--- src/sv/pfi_pkg.sv ---
package pfi_pkg;

  // Defaults for the top level parameters.
  localparam int CAPACITY_DEF    = 16;
  localparam int MAX_DIM_DEF     = 8;
  localparam int COORD_WIDTH_DEF = 32;

  // Queue entry fields are sized for the largest MAX_DIM (64).
  localparam int POS_W     = 6;
  localparam int LEN_MAX_W = 7;

  localparam int QUEUE_DEPTH = 2;

  localparam logic [3:0] VLEN_RESET = 4'd4;

  // Register index, taken from paddr[2].
  localparam logic REG_VECTOR_LENGTH = 1'b0;

  // Operation codes of an input word.
  localparam logic [1:0] OP_COORD = 2'd0;
  localparam logic [1:0] OP_READ  = 2'd1;
  localparam logic [1:0] OP_CLEAR = 2'd2;

  typedef struct packed {
    logic [1:0]          operation;
    logic signed [31:0]  coord_value;
    logic [3:0]          entry_index;
    logic [2:0]          coord_index;
  } in_item_t;

  typedef struct packed {
    logic                inserted;
    logic [4:0]          removed_count;
    logic                overflow;
    logic [4:0]          occupancy;
    logic signed [31:0]  read_value;
    logic                read_valid;
  } out_item_t;

  typedef enum logic [1:0] {
    CMD_COORD,
    CMD_LAST,
    CMD_READ,
    CMD_CLEAR
  } cmd_t;

  typedef struct packed {
    cmd_t                  cmd;
    in_item_t              item;
    logic [POS_W-1:0]      pos;
    logic [LEN_MAX_W-1:0]  len;
  } q_entry_t;

  typedef enum logic [2:0] {
    B_IDLE,
    B_SLOT,
    B_READ,
    B_CMP,
    B_FINISH,
    B_WRITE,
    B_RDOUT
  } back_state_t;

endpackage

--- src/sv/pfi_queue.sv ---
module pfi_queue (
  input  logic               clk,
  input  logic               rst_n,
  input  logic               push,
  input  pfi_pkg::q_entry_t  din,
  input  logic               pop,
  output pfi_pkg::q_entry_t  dout,
  output logic               full,
  output logic               empty
);
  import pfi_pkg::*;

  localparam int PTR_W = (QUEUE_DEPTH > 1) ? $clog2(QUEUE_DEPTH) : 1;
  localparam int CNT_W = $clog2(QUEUE_DEPTH + 1);

  q_entry_t         slots_r [QUEUE_DEPTH];
  logic [PTR_W-1:0] wr_ptr_r, wr_ptr_nxt;
  logic [PTR_W-1:0] rd_ptr_r, rd_ptr_nxt;
  logic [CNT_W-1:0] count_r, count_nxt;
  logic             do_push, do_pop;

  assign full    = (count_r == CNT_W'(QUEUE_DEPTH));
  assign empty   = (count_r == '0);
  assign do_push = push && !full;
  assign do_pop  = pop && !empty;
  assign dout    = slots_r[rd_ptr_r];

  always_comb begin
    wr_ptr_nxt = wr_ptr_r;
    rd_ptr_nxt = rd_ptr_r;
    count_nxt  = count_r;
    if (do_push) begin
      wr_ptr_nxt = (wr_ptr_r == PTR_W'(QUEUE_DEPTH - 1)) ? '0 : wr_ptr_r + PTR_W'(1);
    end
    if (do_pop) begin
      rd_ptr_nxt = (rd_ptr_r == PTR_W'(QUEUE_DEPTH - 1)) ? '0 : rd_ptr_r + PTR_W'(1);
    end
    if (do_push && !do_pop) begin
      count_nxt = count_r + CNT_W'(1);
    end else if (do_pop && !do_push) begin
      count_nxt = count_r - CNT_W'(1);
    end
  end

  always_ff @(posedge clk) begin
    if (do_push) begin
      slots_r[wr_ptr_r] <= din;
    end
  end

  always_ff @(posedge clk) begin
    if (!rst_n) begin
      wr_ptr_r <= '0;
      rd_ptr_r <= '0;
      count_r  <= '0;
    end else begin
      wr_ptr_r <= wr_ptr_nxt;
      rd_ptr_r <= rd_ptr_nxt;
      count_r  <= count_nxt;
    end
  end

endmodule

--- config.mk ---
export PLATFORM = sky130hd
export DESIGN_NAME = pfi_queue
export DESIGN_NICKNAME = d
export VERILOG_FILES = /design/src/sv/pfi_pkg.sv /design/src/sv/pfi_queue.sv
export SDC_FILE = /design/constraint.sdc
export NUM_CORES = 1
export LEC_CHECK = 0
export ABC_CLOCK_PERIOD_IN_PS = 7500
export BUFFER_PORTS_ARGS = -buffer_cell sky130_fd_sc_hd__buf_2
export CORE_MARGIN = 2
export CORE_UTILIZATION = 40
export CTS_BUF_LIST = sky130_fd_sc_hd__clkbuf_16
export DETAILED_ROUTE_END_ITERATION = 10
export PLACE_DENSITY_LB_ADDON = 0.15
export SYNTH_ARGS = -nofsm -noshare
export SYNTH_HDL_FRONTEND = slang
export SYNTH_SLANG_ARGS = --single-unit
--- constraint.sdc ---
create_clock -name clk -period 7.5 [get_ports clk]
set_clock_uncertainty 0.1 [all_clocks]
set_input_delay 1.5 -clock clk [delete_from_list [all_inputs] [get_ports clk]]
set_output_delay 1.5 -clock clk [all_outputs]
set_load 0.05 [all_outputs]
Word-level counts from Yosys, hierarchy flattened
Memories as Yosys holds them, arrays and structs flattened. A register that Yosys moved wholly into a read port is not among the register bits.
Cells that the tools add are included.
{"block": "totals", "ff_bits": 4, "ramBits": 112, "in_bits": 60, "out_inout_bits": 58, "word_cells": 27, "memories": 1}
{"memory": "slots_r", "depth": 2, "word_bits": 56, "read_ports": 1, "rd_clocked_by_memory_dff": 1, "wr": 1, "line_no": "pfi_queue.sv:16", "rtl": "q_entry_t slots_r [QUEUE_DEPTH];"}
{"block": "op_classes", "addsub": 4, "n_eq_ne": 1, "mux": 8, "n_reduce_logical": 10}
{"operator": "1-bit two-way mux", "n": 6}
{"operator": "1-bit logical AND", "n": 4}
{"operator": "1-bit zero test", "n": 4}
{"operator": "2-bit two-way mux", "n": 2}
{"operator": "1-bit adder (second input constant)", "n": 2}
{"operator": "2-bit by 1-bit adder with 2-bit output (second input constant)", "n": 1}
{"operator": "2-bit == test (second input constant)", "n": 1}
{"operator": "2-bit zero test", "n": 1}
{"operator": "2-bit nonzero test", "n": 1}
{"operator": "2-bit by 1-bit subtractor with 2-bit output (second input constant)", "n": 1}

Depth between registers and ports, before layout
{"block": "depth", "depth_word": 7, "ltp_mapped": 7, "ltp_nobuf": 7}

Worst setup path after synthesis
No wires, ideal clock.
{"block": "synth_path", "path_kind": "input -> register", "startpoint": "input port push", "endpoint": "memory slots_r[0][0] (netlist bit) (enable)", "setup_ns": 0.461, "t_arrival_ns": 3.785, "required_time_ns": 6.939, "slack_ns": 3.154, "stages": 2, "n_path_buf": 0, "cell_sequence": "inv_1 -> nor3_2"}
{"block": "synth_between", "elab_chain_cells": 3}
{"item": "start: declaration", "line_no": "pfi_queue.sv:4", "rtl": "input logic push,"}
{"item": "1-bit logical AND", "line_no": "pfi_queue.sv:24", "rtl": "assign do_push = push && !full;"}
{"item": "1-bit two-way mux", "line_no": "pfi_queue.sv:46", "rtl": "if (do_push) begin"}
{"item": "1-bit two-way mux (not written as such)", "line_no": "pfi_queue.sv:47", "rtl": "slots_r[wr_ptr_r] <= din;"}
{"item": "end: declaration", "line_no": "pfi_queue.sv:16"}
No other way between the ends.

==> flow_summary.ini <==
[cts]
cts_resized = 0
clock_sinks = 117
root_buffer = clkbuf_16
tritoncts = built
postCtsSetupRepairBufs = 0
ctsHtreeMaxLevel = 4
clk_latency_ns = 0.40
postCtsHoldBufs = 0
path_clk_slew_ns = 0.05
cts_made_buffers = 17
cts_max_path_buffers = 2

[sta]
setup-tns-final_ns = 0
hold_viol_final = 0
slew_viol_final = 0
fin_crit_ns = 3.88
finalCritPeriodShare_pct = 51.7
fmax_ghz = 0.258
rsz0062_at_grt = false
worst_pin_slew_ns = 0.641
setup_viol_count_final = 0
maxSlewHeadroom_pct = 57.3

[floorplanning]
initial_core_util_pct = 41.3
die_w_um = 107
die-area_mm2 = 0.0115
rows = 37
core_area_mm2 = 0.0103
ioPinCount = 118
die_h_um = 107

[worst_setup_path]
start_kind = register
criticalPathCategory = reg2out
worst-path-max-fanout = 31
cp-end-kind = primary output
cp_data_arrival_time_ns = 2.28
r2r_slack_ns = 5.33
worstPathRequired_ns = 5.90

[power_and_ir_drop]
power_mw = 2.34
powerDensity_mw_per_mm2 = 420
ir_drop_uv = 204
p_leak_nw = 2.11

[logic_synthesis]
syn_nets = 260
yosys_warnings = 0
ys_ff_latch = 117
yosysSeqAreaShare_pct = 81.1
synth.avg_cell_area_um2 = 21.4
ys_types = 21
synth_cells = 199
syn_area_mm2 = 0.00427

[place]
globalplace.congestion = 0.689
dp_hpwl_mm = 4.68
dp_cells = 450
dpl_cell_area_mm2 = 0.00502
io_buffer_count = 117

[cells_and_area]
layout-drive-gt1-share_pct = 59.5
area_growth_pct = 30.5
layoutNonFillerInstCount = 482
antennaDiodeCount = 0
final_common_cell = buf_2
final_util_pct = 54.0
fin_nets = 394
final_cell_mix = buf_2, edfxtp_1, mux2_2
design_area_mm2 = 0.00557

[global_route]
grt_usage_pct = 13.9
antenna_found_initial = 0
overflow = 0
grt_max_degree = 35
grt_pass1_vias = 2338
grt_pass1_wl_mm = 11.4

[detailed_routing]
drt_iter0_drc = 93
detail_route.wl_per_cell_um = 15.3
wirelength_mm = 7.40
drtAntennaViolNets = 0
dr.pass1.iters = 4
viasPerCell = 4.62
drc = 0
via_count = 2226

[outcome]
outcome = complete, no violations

[run]
cap_violations = 0

[hold_path]
hold_class = reg2reg
==> cells in the mapped netlist, drive strengths merged <==
| library cell | number | share of area, % |
|---|---|---|
| xor2 | 1 | 0.21 |
| and3 | 1 | 0.15 |
| buf | 6 | 0.94 |
| o21a | 1 | 0.18 |
| a21boi | 2 | 0.35 |
| nor3 | 1 | 0.23 |
| xnor2 | 2 | 0.41 |
| or3 | 1 | 0.15 |
| nand2b | 1 | 0.15 |
| and2 | 3 | 0.44 |
| nor2 | 2 | 0.18 |
| ha | 1 | 0.29 |
| edfxtp | 112 | 79 |
| inv | 2 | 0.18 |
| dfxtp | 5 | 2.3 |
| mux2 | 56 | 15 |
| o21ai | 2 | 0.23 |
==> flip-flops by register name (all words and copies together) (netlist names), named ones only <==
register  flops
slots_r     112
rd_ptr_r      1
wr_ptr_r      1
count_r       2
==> stage by stage <==
step           hold slack, ns  setup slack (ns)
2_1_floorplan           0.383              3.15
3_3_place_gp            0.405              3.99
3_5_place_dp            0.420              3.97
4_1_cts                 0.431              3.54
5_1_grt                 0.483              3.47
6_report                0.427              3.62
==> area by class of cell <==
cell class | instances | area [um2]
timing repair buffer | 121 | 616
fill | 862 | 4750
inverter | 2 | 7.51
clock inverter | 15 | 124
sequential | 117 | 3460
multi-input combinational | 74 | 764
tap | 136 | 170
clock buffer | 17 | 425
==> critical path: stages (launching register included) <==
cell     delay, ns
dfxtp_2       0.74
buf_4         0.51
mux2_2        0.40
buf_2         0.22
==> metal layers <==
metal,vias to the layer above,wire length (um),GRT usage [%]
met3,8,565,6.48
met1,1083,3040,16.0
met5,-,0,0
li1,1054,-,-
met2,81,3680,21.4
met4,0,117,7.79
==> logic make-up (layout without fill, tap and decap cells) <==
kind of cell | after synthesis | after routing | synth area share [%]
flip-flops | 117 | 117 | 81.1
AO/OA/AOI/OAI | 5 | 5 | 0.762
XOR/XNOR | 3 | 3 | 0.616
AND/OR/NAND/NOR | 9 | 9 | 1.29
multiplexers | 56 | 56 | 14.8
buffers and inverters | 8 | 155 | 1.11
adder cells (fa/ha/maj) | 1 | 1 | 0.293
==> path summary, 6_finish.rpt <==
check                     startpoint                  endpoint  cells after the start
min reg2reg  count_r[1]$_SDFFE_PN0P_   count_r[1]$_SDFFE_PN0P_                      2
max                         register                  dout[37]                      3
min          count_r[1]$_SDFFE_PN0P_   count_r[1]$_SDFFE_PN0P_                      2
max reg2reg  count_r[0]$_SDFFE_PN0P_  slots_r[1][42]$_DFFE_PP_                      3
==> where the power goes <==
part | leakage [nW] | internal, mW | total [mW] | switching [mW]
Clock | 0.272 | 0.476 | 0.736 | 0.259
Sequential | 1.09 | 0.823 | 0.865 | 0.0414
Combinational | 0.747 | 0.208 | 0.739 | 0.531
Total | 2.11 | 1.51 | 2.34 | 0.832
No activity file was read; power rests on OpenSTA's default activity.
