## src/sv/pfi_pkg.sv

```systemverilog
package pfi_pkg;

  // Defaults for the top level parameters.
  localparam int CAPACITY_DEF    = 16;
  localparam int MAX_DIM_DEF     = 8;
  localparam int COORD_WIDTH_DEF = 32;

  // Queue entry fields are sized for the largest MAX_DIM (64).
  localparam int POS_W     = 6;
  localparam int LEN_MAX_W = 7;

  localparam int QUEUE_DEPTH = 2;

  localparam logic [3:0] VLEN_RESET = 4'd4;

  // Register index, taken from paddr[2].
  localparam logic REG_VECTOR_LENGTH = 1'b0;

  // Operation codes of an input word.
  localparam logic [1:0] OP_COORD = 2'd0;
  localparam logic [1:0] OP_READ  = 2'd1;
  localparam logic [1:0] OP_CLEAR = 2'd2;

  typedef struct packed {
    logic [1:0]          operation;
    logic signed [31:0]  coord_value;
    logic [3:0]          entry_index;
    logic [2:0]          coord_index;
  } in_item_t;

  typedef struct packed {
    logic                inserted;
    logic [4:0]          removed_count;
    logic                overflow;
    logic [4:0]          occupancy;
    logic signed [31:0]  read_value;
    logic                read_valid;
  } out_item_t;

  typedef enum logic [1:0] {
    CMD_COORD,
    CMD_LAST,
    CMD_READ,
    CMD_CLEAR
  } cmd_t;

  typedef struct packed {
    cmd_t                  cmd;
    in_item_t              item;
    logic [POS_W-1:0]      pos;
    logic [LEN_MAX_W-1:0]  len;
  } q_entry_t;

  typedef enum logic [2:0] {
    B_IDLE,
    B_SLOT,
    B_READ,
    B_CMP,
    B_FINISH,
    B_WRITE,
    B_RDOUT
  } back_state_t;

endpackage

```

## src/sv/pfi_front.sv

```systemverilog
module pfi_front #(
  parameter int MAX_DIM = pfi_pkg::MAX_DIM_DEF
) (
  input  logic               clk,
  input  logic               rst_n,
  input  logic               start,
  input  logic               q_full,
  input  pfi_pkg::in_item_t  in_item,
  input  logic [3:0]         vector_length,
  output logic               q_push,
  output pfi_pkg::q_entry_t  q_din
);
  import pfi_pkg::*;

  localparam int DIM_W = (MAX_DIM > 1) ? $clog2(MAX_DIM) : 1;

  logic [DIM_W-1:0] counter_r, counter_nxt;
  int               eff_len;
  logic             accept;
  logic             last;

  always_comb begin
    if (vector_length == 4'd0) begin
      eff_len = 1;
    end else if (int'(vector_length) > MAX_DIM) begin
      eff_len = MAX_DIM;
    end else begin
      eff_len = int'(vector_length);
    end
  end

  assign accept = start && !q_full;
  assign last   = (int'(counter_r) + 1) >= eff_len;

  always_comb begin
    counter_nxt    = counter_r;
    q_push         = 1'b0;
    q_din.cmd      = CMD_COORD;
    q_din.item     = in_item;
    q_din.pos      = POS_W'(counter_r);
    q_din.len      = LEN_MAX_W'(eff_len);
    if (accept) begin
      case (in_item.operation)
        OP_COORD: begin
          q_push = 1'b1;
          if (last) begin
            q_din.cmd   = CMD_LAST;
            counter_nxt = '0;
          end else begin
            counter_nxt = counter_r + DIM_W'(1);
          end
        end
        OP_READ: begin
          q_push    = 1'b1;
          q_din.cmd = CMD_READ;
        end
        OP_CLEAR: begin
          q_push      = 1'b1;
          q_din.cmd   = CMD_CLEAR;
          counter_nxt = '0;
        end
        default: begin
          q_push = 1'b0;
        end
      endcase
    end
  end

  always_ff @(posedge clk) begin
    if (!rst_n) begin
      counter_r <= '0;
    end else begin
      counter_r <= counter_nxt;
    end
  end

endmodule

```

## config.mk

```make
export PLATFORM = sky130hd
export DESIGN_NAME = pfi_front
export DESIGN_NICKNAME = d
export VERILOG_FILES = /design/src/sv/pfi_pkg.sv /design/src/sv/pfi_front.sv
export SDC_FILE = /design/constraint.sdc
export NUM_CORES = 1
export LEC_CHECK = 0
export BUFFER_PORTS_ARGS = -buffer_cell sky130_fd_sc_hd__buf_4
export CAP_MARGIN = 20
export CORE_ASPECT_RATIO = 0.75
export CORE_UTILIZATION = 30
export CTS_CLUSTER_DIAMETER = 120
export CTS_CLUSTER_SIZE = 12
export DETAILED_ROUTE_END_ITERATION = 7
export PLACE_DENSITY = 0.82
export SLEW_MARGIN = 10
export SYNTH_ARGS = -nofsm -noshare
export SYNTH_HDL_FRONTEND = slang
export SYNTH_SLANG_ARGS = --single-unit
export TNS_END_PERCENT = 30
```

## constraint.sdc

```tcl
create_clock -name clk -period 2.26 [get_ports clk]
set_clock_uncertainty 0.05 [all_clocks]
set_input_delay 0.226 -clock clk [delete_from_list [all_inputs] [get_ports clk]]
set_output_delay 0.226 -clock clk [all_outputs]
set_load 0.01 [all_outputs]
```

Word level (Yosys, flattened, before mapping)

Index checks and enable logic that the tools add are counted.

Flip-flop bits (word level): 3
Logic and storage cells: 23

Reductions and logical operators: 7
Equal/unequal tests: 2
Add/sub/neg operators: 2
Magnitude comparators: 2
Mux-type cells: 9

Operators by type and width:

| cell                                                | count |
|---|---|
| >= comparator 5 x 32 -> 1 bit                       | 1 |
| two-way mux 4 bit                                   | 2 |
| case mux 2 bit (3 select lines)                     | 1 |
| case mux 3 bit (2 select lines)                     | 1 |
| adder 3 x 1 -> 4 bit, second input constant         | 1 |
| > comparator 4 bit, second input constant           | 1 |
| logical NOT 4 bit                                   | 1 |
| adder 3 x 1 -> 3 bit, second input constant         | 1 |
| two-way mux 1 bit                                   | 3 |
| two-way mux 3 bit                                   | 1 |
| OR reduction 3 bit                                  | 1 |
| equality test 2 x 1 -> 1 bit, second input constant | 1 |
| equality test 2 bit, second input constant          | 1 |
| logical NOT 2 bit                                   | 1 |
| two-way mux 2 bit                                   | 1 |
| AND reduction 2 bit                                 | 1 |
| nonzero test 2 bit                                  | 1 |
| logical AND 1 bit                                   | 1 |
| logical NOT 1 bit                                   | 1 |

Depth between registers and ports, before layout

Gate-level depths: netlist of run 1.

Depth after elaboration: 7
Depth in mapped cells: 8

Worst setup path before layout of run 1

Ideal clock, no wire load.

Kind: reg2out
Start point: register counter_r[0]
End point: output q_din[54] (netlist name)
Cell stages (with the launch flop): 9
Buffers on the path: 0
Data arrival time: 1.699 ns
Setup slack: 0.285 ns
Path through: dfxtp_1 -> ha_1 -> nand2b_1 -> nand2_1 -> ha_1 -> o211ai_1 -> o21ai_1 -> nand3_1 -> a21oi_1

RTL lines:

| element                | line            | source |
|---|---|---|
| start, declared        | pfi_front.sv:17 | `logic [DIM_W-1:0] counter_r, counter_nxt;` |
| start signal, assigned | pfi_front.sv:73 | `counter_r <= counter_nxt;` |
| end, declared          | pfi_front.sv:11 | `output pfi_pkg::q_entry_t q_din` |

==> impl_metrics.env, run 1 <==
export IMPL_drc_errors=0
export IMPL_initial_core_util=0.338
export IMPL_synth_area_leader_cell="buf_4"
export IMPL_area_delta_synth_final_pct=-7.50
export IMPL_die_area_um2=2590
export IMPL_hp_class="in2reg"
export IMPL_swShare=0.286
export IMPL_ant_nets=0
export IMPL_fmax_mhz=477
export IMPL_leakage_nw=0.364
export IMPL_cts_root_buf="clkbuf_4"
export IMPL_whs_endpoint="counter_r[2]"
export IMPL_synth_seq_cells=3
export IMPL_synthFlopType="dfxtp_1"
export IMPL_path_cells="ha_4 -> nand2b_1 -> nand2_1 -> ha_1 -> o211ai_1 -> o21ai_1 -> nand3_1 -> a21oi_2 -> buf_4"
export IMPL_min_period_ps=2100
export IMPL_rr_worst_depth=6
export IMPL_async_flop_share=0
export IMPL_hold_viol_final=0
export IMPL_clock_latency_ps=230
export IMPL_die_w_um=58.5
export IMPL_holdPathStages=3
export IMPL_final_setup_viol_count=0
export IMPL_max_flop_register="counter_r"
export IMPL_drtPass1Iterations=3
export IMPL_run_status="finished clean"
export IMPL_hpwl_um=958
export IMPL_cp_num_buf_inv=1
export IMPL_drt_iter0_drc=3
export IMPL_worstPathRequired_ps=1980
export IMPL_r2r_slack_ps=500
export IMPL_p_clk_frac=0.430
export IMPL_vias=475
export IMPL_cp_max_fo=3
export IMPL_finalMaxSlewViolations=0
export IMPL_power_frac_seq=0.250
export IMPL_r2r_start="counter_r[0]"
export IMPL_grt_pass1_vias=450
export IMPL_cts_made_buffers=3
export IMPL_cp_arrival_ps=1820
export IMPL_synth_avg_cell_area_um2=7.47
export IMPL_synth_edf_count=0
export IMPL_p_total_uw=214
export IMPL_synth_cells=96
export IMPL_portBuffers=21
export IMPL_critical_path_class="reg2out"
export IMPL_grt_pass1_wl_um=1700
export IMPL_ys_types=21
export IMPL_insertedDiodeCount=0
export IMPL_cp_end_kind="primary output"
export IMPL_drive_above_1_share=0.451
export IMPL_overflow=0
export IMPL_period_share=0.928
export IMPL_cts_sinks=3
export IMPL_synth_cells_most_frequent="buf_4 (47), ha_1 (8), inv_1 (7), nand2_1 (7), nor2_1 (6)"
export IMPL_num_rows=14
export IMPL_final_util=0.313
export IMPL_worstReg2RegEnd="counter_r[0]"
export IMPL_yosysSeqAreaShare=0.0838
export IMPL_htree_levels=1
export IMPL_largest_register_ff_count=3
export IMPL_place_congestion=0.723
export IMPL_cpLargestDelayFamily="adder cells"
export IMPL_core_um2=2120
export IMPL_io_pins=106
export IMPL_antenna_found_initial=0
export IMPL_cap_violations=0
export IMPL_syn_area_um2=717
export IMPL_power_per_cell_area_nw_per_um2=323
export IMPL_setup_slack_ps=162
export IMPL_hp_start="rst_n"
export IMPL_fin_setup_tns_ps=0
export IMPL_drt_wl_total_um=1260
export IMPL_cts_tree="built"
export IMPL_p_sw_uw=61.3
export IMPL_cts_hold_buffers_added=0
export IMPL_synth_most_common_cell="buf_4"
export IMPL_synth_top_area_frac=0.492
export IMPL_grt_usage=0.0866
export IMPL_yosysWarningCount=0
export IMPL_crit_path_max_incr_delay_ps=350
export IMPL_synth_area_top_cells="buf_4 (49%), ha_1 (14%), dfxtp_1 (8.4%), inv_1 (3.7%), nand2_1 (3.7%)"
export IMPL_slowest_stage="dfxtp_4"
export IMPL_post_place_ws_ps=300
export IMPL_final_nets=140
export IMPL_ir_drop_v=0.000111
export IMPL_vias_per_cell=4.17
export IMPL_cts_clk_slew_worst_paths_ps=40
export IMPL_cp_start_kind="flip-flop"
export IMPL_largest_registers="counter_r: 3 flops"
export IMPL_power_frac_comb=0.320
export IMPL_die_h_um=44.3
export IMPL_internal_power_uw=153
export IMPL_wl_per_cell_um=11.0
export IMPL_cts_buffer_depth=2
export IMPL_grt_max_degree=7
==> worst max-delay path by stage <==
| stage | startpoint | endpoint | slack, ps | cells after the start |
|---|---|---|---|---|
| after floorplan | counter_r[0] | q_din[54] | 280 | 8 |
| after global placement | counter_r[0] | q_din[54] | 380 | 9 |
| after detailed placement | counter_r[0] | q_din[54] | 300 | 9 |
| after CTS | counter_r[0] | q_din[54] | 50 | 9 |
| after global routing | counter_r[0] | q_din[54] | -2 | 9 |
| final | counter_r[0] | q_din[54] | 160 | 9 |
==> power groups by stage <==
stage               Sequential (mW)  Combinational [mW]  Clock, mW
global placement             0.0551              0.0638          0
global route                 0.0536              0.0757      0.101
floorplan                    0.0553               0.113          0
detailed placement           0.0552              0.0655          0
CTS                          0.0544              0.0659     0.0977
finish                       0.0536              0.0687     0.0922
==> final cells by class <==
class / count / area [um2]
inverter: 7 / 26.3
timing repair buffer: 25 / 188
clock buffer: 4 / 26.3
tap: 32 / 40.0
fill: 215 / 1460
sequential: 3 / 66.3
multi-input combinational: 43 / 317
==> cell usage in the layout (no fill, tap or decap), drive strengths merged <==
master / count
dfxtp: 3
and3: 1
nand2: 7
nor3b: 1
or3: 1
nand3: 1
nand2b: 3
o31ai: 2
o21ai: 1
conb: 6
o211ai: 1
o21a: 1
a21o: 1
clkbuf: 4
a21oi: 2
nor2: 6
a211oi: 1
inv: 7
buf: 25
ha: 8
==> per-layer routing <==
layer / share of wire / up-vias / track usage
met1: 0.33 / 213 / 0.0754
met3: 0.10 / 14 / 0.0614
li1: - / 224 / -
met5: 0 / - / 0
met4: 0.044 / 0 / 0.100
met2: 0.52 / 24 / 0.124
==> worst min-delay path, cell delays in order <==
cell and delay, ps:
buf_4 80, o21a_1 150, a21o_1 120
==> per-stage QoR <==
step / hold slack, ps / cells / instance area (um2)
finish: 328 / 114 / 663
global route: 350 / 114 / 663
CTS: 326 / 111 / 611
detailed placement: 402 / 107 / 584
global placement: 402 / 107 / 584
floorplan: 436 / 101 / 736
==> logic make-up (layout without fill, tap and decap cells) <==
| logic type | count (synthesis) | count (layout) | synth area share |
|---|---|---|---|
| buffers and inverters | 55 | 36 | 0.534 |
| AND/OR/NAND/NOR | 20 | 20 | 0.147 |
| other | 1 | 6 | 0.00523 |
| flip-flops | 3 | 3 | 0.0838 |
| adder cells (fa/ha/maj) | 8 | 8 | 0.140 |
| AO/OA/AOI/OAI | 9 | 9 | 0.0907 |
==> what timing repair did <==
| action | CTS | global route |
|---|---|---|
| setup endpoints to repair | 0 | 1 |
| buffers inserted | 0 | 3 |
| resized for setup | 0 | 8 |
No activity file was read; power rests on OpenSTA's default activity.
==> inputs of run 2 (changes only) <==
--- a/config.mk
+++ b/config.mk
@@ -8,12 +8,13 @@
 export BUFFER_PORTS_ARGS = -buffer_cell sky130_fd_sc_hd__buf_4
 export CAP_MARGIN = 20
 export CORE_ASPECT_RATIO = 0.75
+export CORE_MARGIN = 1
 export CORE_UTILIZATION = 30
 export CTS_CLUSTER_DIAMETER = 120
 export CTS_CLUSTER_SIZE = 12
 export DETAILED_ROUTE_END_ITERATION = 7
 export PLACE_DENSITY = 0.82
-export SLEW_MARGIN = 10
+export SLEW_MARGIN = 25
 export SYNTH_ARGS = -nofsm -noshare
 export SYNTH_HDL_FRONTEND = slang
 export SYNTH_SLANG_ARGS = --single-unit
==> constraint.sdc (replaced) <==
create_clock -name clk -period 2.4 [get_ports clk]
set_clock_uncertainty 0.05 [all_clocks]
set_input_delay 0.24 -clock clk [delete_from_list [all_inputs] [get_ports clk]]
set_output_delay 0.24 -clock clk [all_outputs]
set_load 0.01 [all_outputs]
==> run 2 against run 1 <==
  * Worst hold slack better by 14 ps
  * Final cell count is 2.6% lower
  * Die area stayed put
  * Clock power is 4.8% lower
  * Total power is 5.8% lower
  * Largest cell class unchanged
  * Largest power group unchanged
==> impl_metrics.env, run 2 (synthesis gave the netlist of run 1 again) <==
export IMPL_run_status="finished clean"
export IMPL_hp_class="in2reg"
export IMPL_antenna_found_initial=0
export IMPL_drtPass1Iterations=4
export IMPL_place_congestion=0.720
export IMPL_htree_levels=1
export IMPL_max_flop_register="counter_r"
export IMPL_critical_path_class="reg2out"
export IMPL_initial_core_util=0.338
export IMPL_power_per_cell_area_nw_per_um2=328
export IMPL_clock_latency_ps=230
export IMPL_grt_max_degree=7
export IMPL_wl_per_cell_um=11.1
export IMPL_die_w_um=58.5
export IMPL_drt_wl_total_um=1230
export IMPL_leakage_nw=0.349
export IMPL_drt_iter0_drc=3
export IMPL_fmax_mhz=443
export IMPL_ant_nets=0
export IMPL_ir_drop_v=0.000167
export IMPL_cp_start_kind="flip-flop"
export IMPL_cts_tree="built"
export IMPL_cp_max_fo=4
export IMPL_cts_made_buffers=3
export IMPL_drive_above_1_share=0.380
export IMPL_fillers=215
export IMPL_largest_registers="counter_r: 3 flops"
export IMPL_cts_buffer_depth=2
export IMPL_grt_pass1_vias=436
export IMPL_placedCellCount=106
export IMPL_final_cell_mix="buf_4 (22), ha_1 (8), nand2_1 (7), inv_1 (7)"
export IMPL_period_share=0.941
export IMPL_cts_sinks=3
export IMPL_vias=463
export IMPL_die_h_um=44.3
export IMPL_layout_commonest_cell="buf_4"
export IMPL_core_um2=2120
export IMPL_cap_violations=0
export IMPL_p_total_uw=202
export IMPL_finalMaxSlewViolations=0
export IMPL_cts_root_buf="clkbuf_4"
export IMPL_drc_errors=0
export IMPL_portBuffers=21
export IMPL_largest_register_ff_count=3
export IMPL_post_dp_cell_area_um2=577
export IMPL_grt_usage=0.0922
export IMPL_worstPathRequired_ps=2110
export IMPL_vias_per_cell=4.17
export IMPL_cts_clk_slew_worst_paths_ps=40
export IMPL_grt_pass1_wl_um=1740
export IMPL_overflow=0
export IMPL_final_cells=111
export IMPL_area_delta_synth_final_pct=-14.1
export IMPL_final_util=0.290
export IMPL_insertedDiodeCount=0
export IMPL_min_period_ps=2260
export IMPL_num_rows=14
export IMPL_io_pins=106
export IMPL_cp_end_kind="primary output"
export IMPL_hold_viol_final=0
export IMPL_cp_arrival_ps=1970
export IMPL_final_setup_viol_count=0
export IMPL_finalInstanceArea_um2=616
export IMPL_die_area_um2=2590
export IMPL_fin_setup_tns_ps=0
export IMPL_final_nets=137
[run 2: cell types whose count changed in the layout (fill, tap and decap cells not counted), sizes merged]
cell	previous run	this run
buf	25	22
[run 2: layout make-up]
| class | count | area, um2 | area share |
|---|---|---|---|
| Inverter | 7 | 26.3 | 0.0427 |
| Sequential cell | 3 | 61.3 | 0.0996 |
| Multi-Input combinational cell | 43 | 297 | 0.482 |
| Timing Repair Buffer | 22 | 165 | 0.268 |
| Clock buffer | 4 | 26.3 | 0.0427 |
| Tap cell | 32 | 40.0 | 0.0650 |
[run 2: worst max-delay path, stage by stage, from the launching register on]
cell	delay (ps)
dfxtp_1	370
ha_1	190
nand2b_1	150
nand2_1	70
ha_1	270
o211ai_1	100
o21ai_2	230
nand3_1	100
a21oi_1	130
buf_4	140
[run 2: timing repair]
item / CTS / global route
pin swaps: 0 / 1
setup buffers: 0 / 1
gates resized for setup: 1 / 1
setup endpoints to repair: 1 / 1
hold buffers: 0 / 0
[run 2: metal layers]
metal / wire, um / track usage / part of all wire
met3: 131 / 0.0760 / 0.11
met4: 77 / 0.100 / 0.063
met5: 0 / 0 / 0
met1: 376 / 0.0667 / 0.31
met2: 642 / 0.145 / 0.52
[run 2: through the flow]
| step | hold WS [ps] | setup WS [ps] |
|---|---|---|
| 2_1_floorplan | 450 | 411 |
| 3_3_place_gp | 430 | 361 |
| 3_5_place_dp | 430 | 242 |
| 4_1_cts | 344 | 74.2 |
| 5_1_grt | 357 | -2.71 |
| 6_report | 342 | 142 |
[run 2: path summary, 6_finish.rpt]
kind / start / end / slack, ps / depth (start not counted)
worst min-delay path: rst_n / counter_r[2] / 340 / 3
worst min register to register: counter_r[0] / counter_r[0] / 440 / 1
worst max register to register: counter_r[1] / counter_r[2] / 540 / 9
worst max-delay path: counter_r[1] / q_din[54] / 140 / 9
[run 2: power by group]
group	switching [mW]	internal, mW	leakage (nW)
combinational	0.0317	0.0311	0.310
sequential	0.000623	0.0507	0.0247
clock	0.0255	0.0623	0.0150
total	0.0579	0.144	0.349
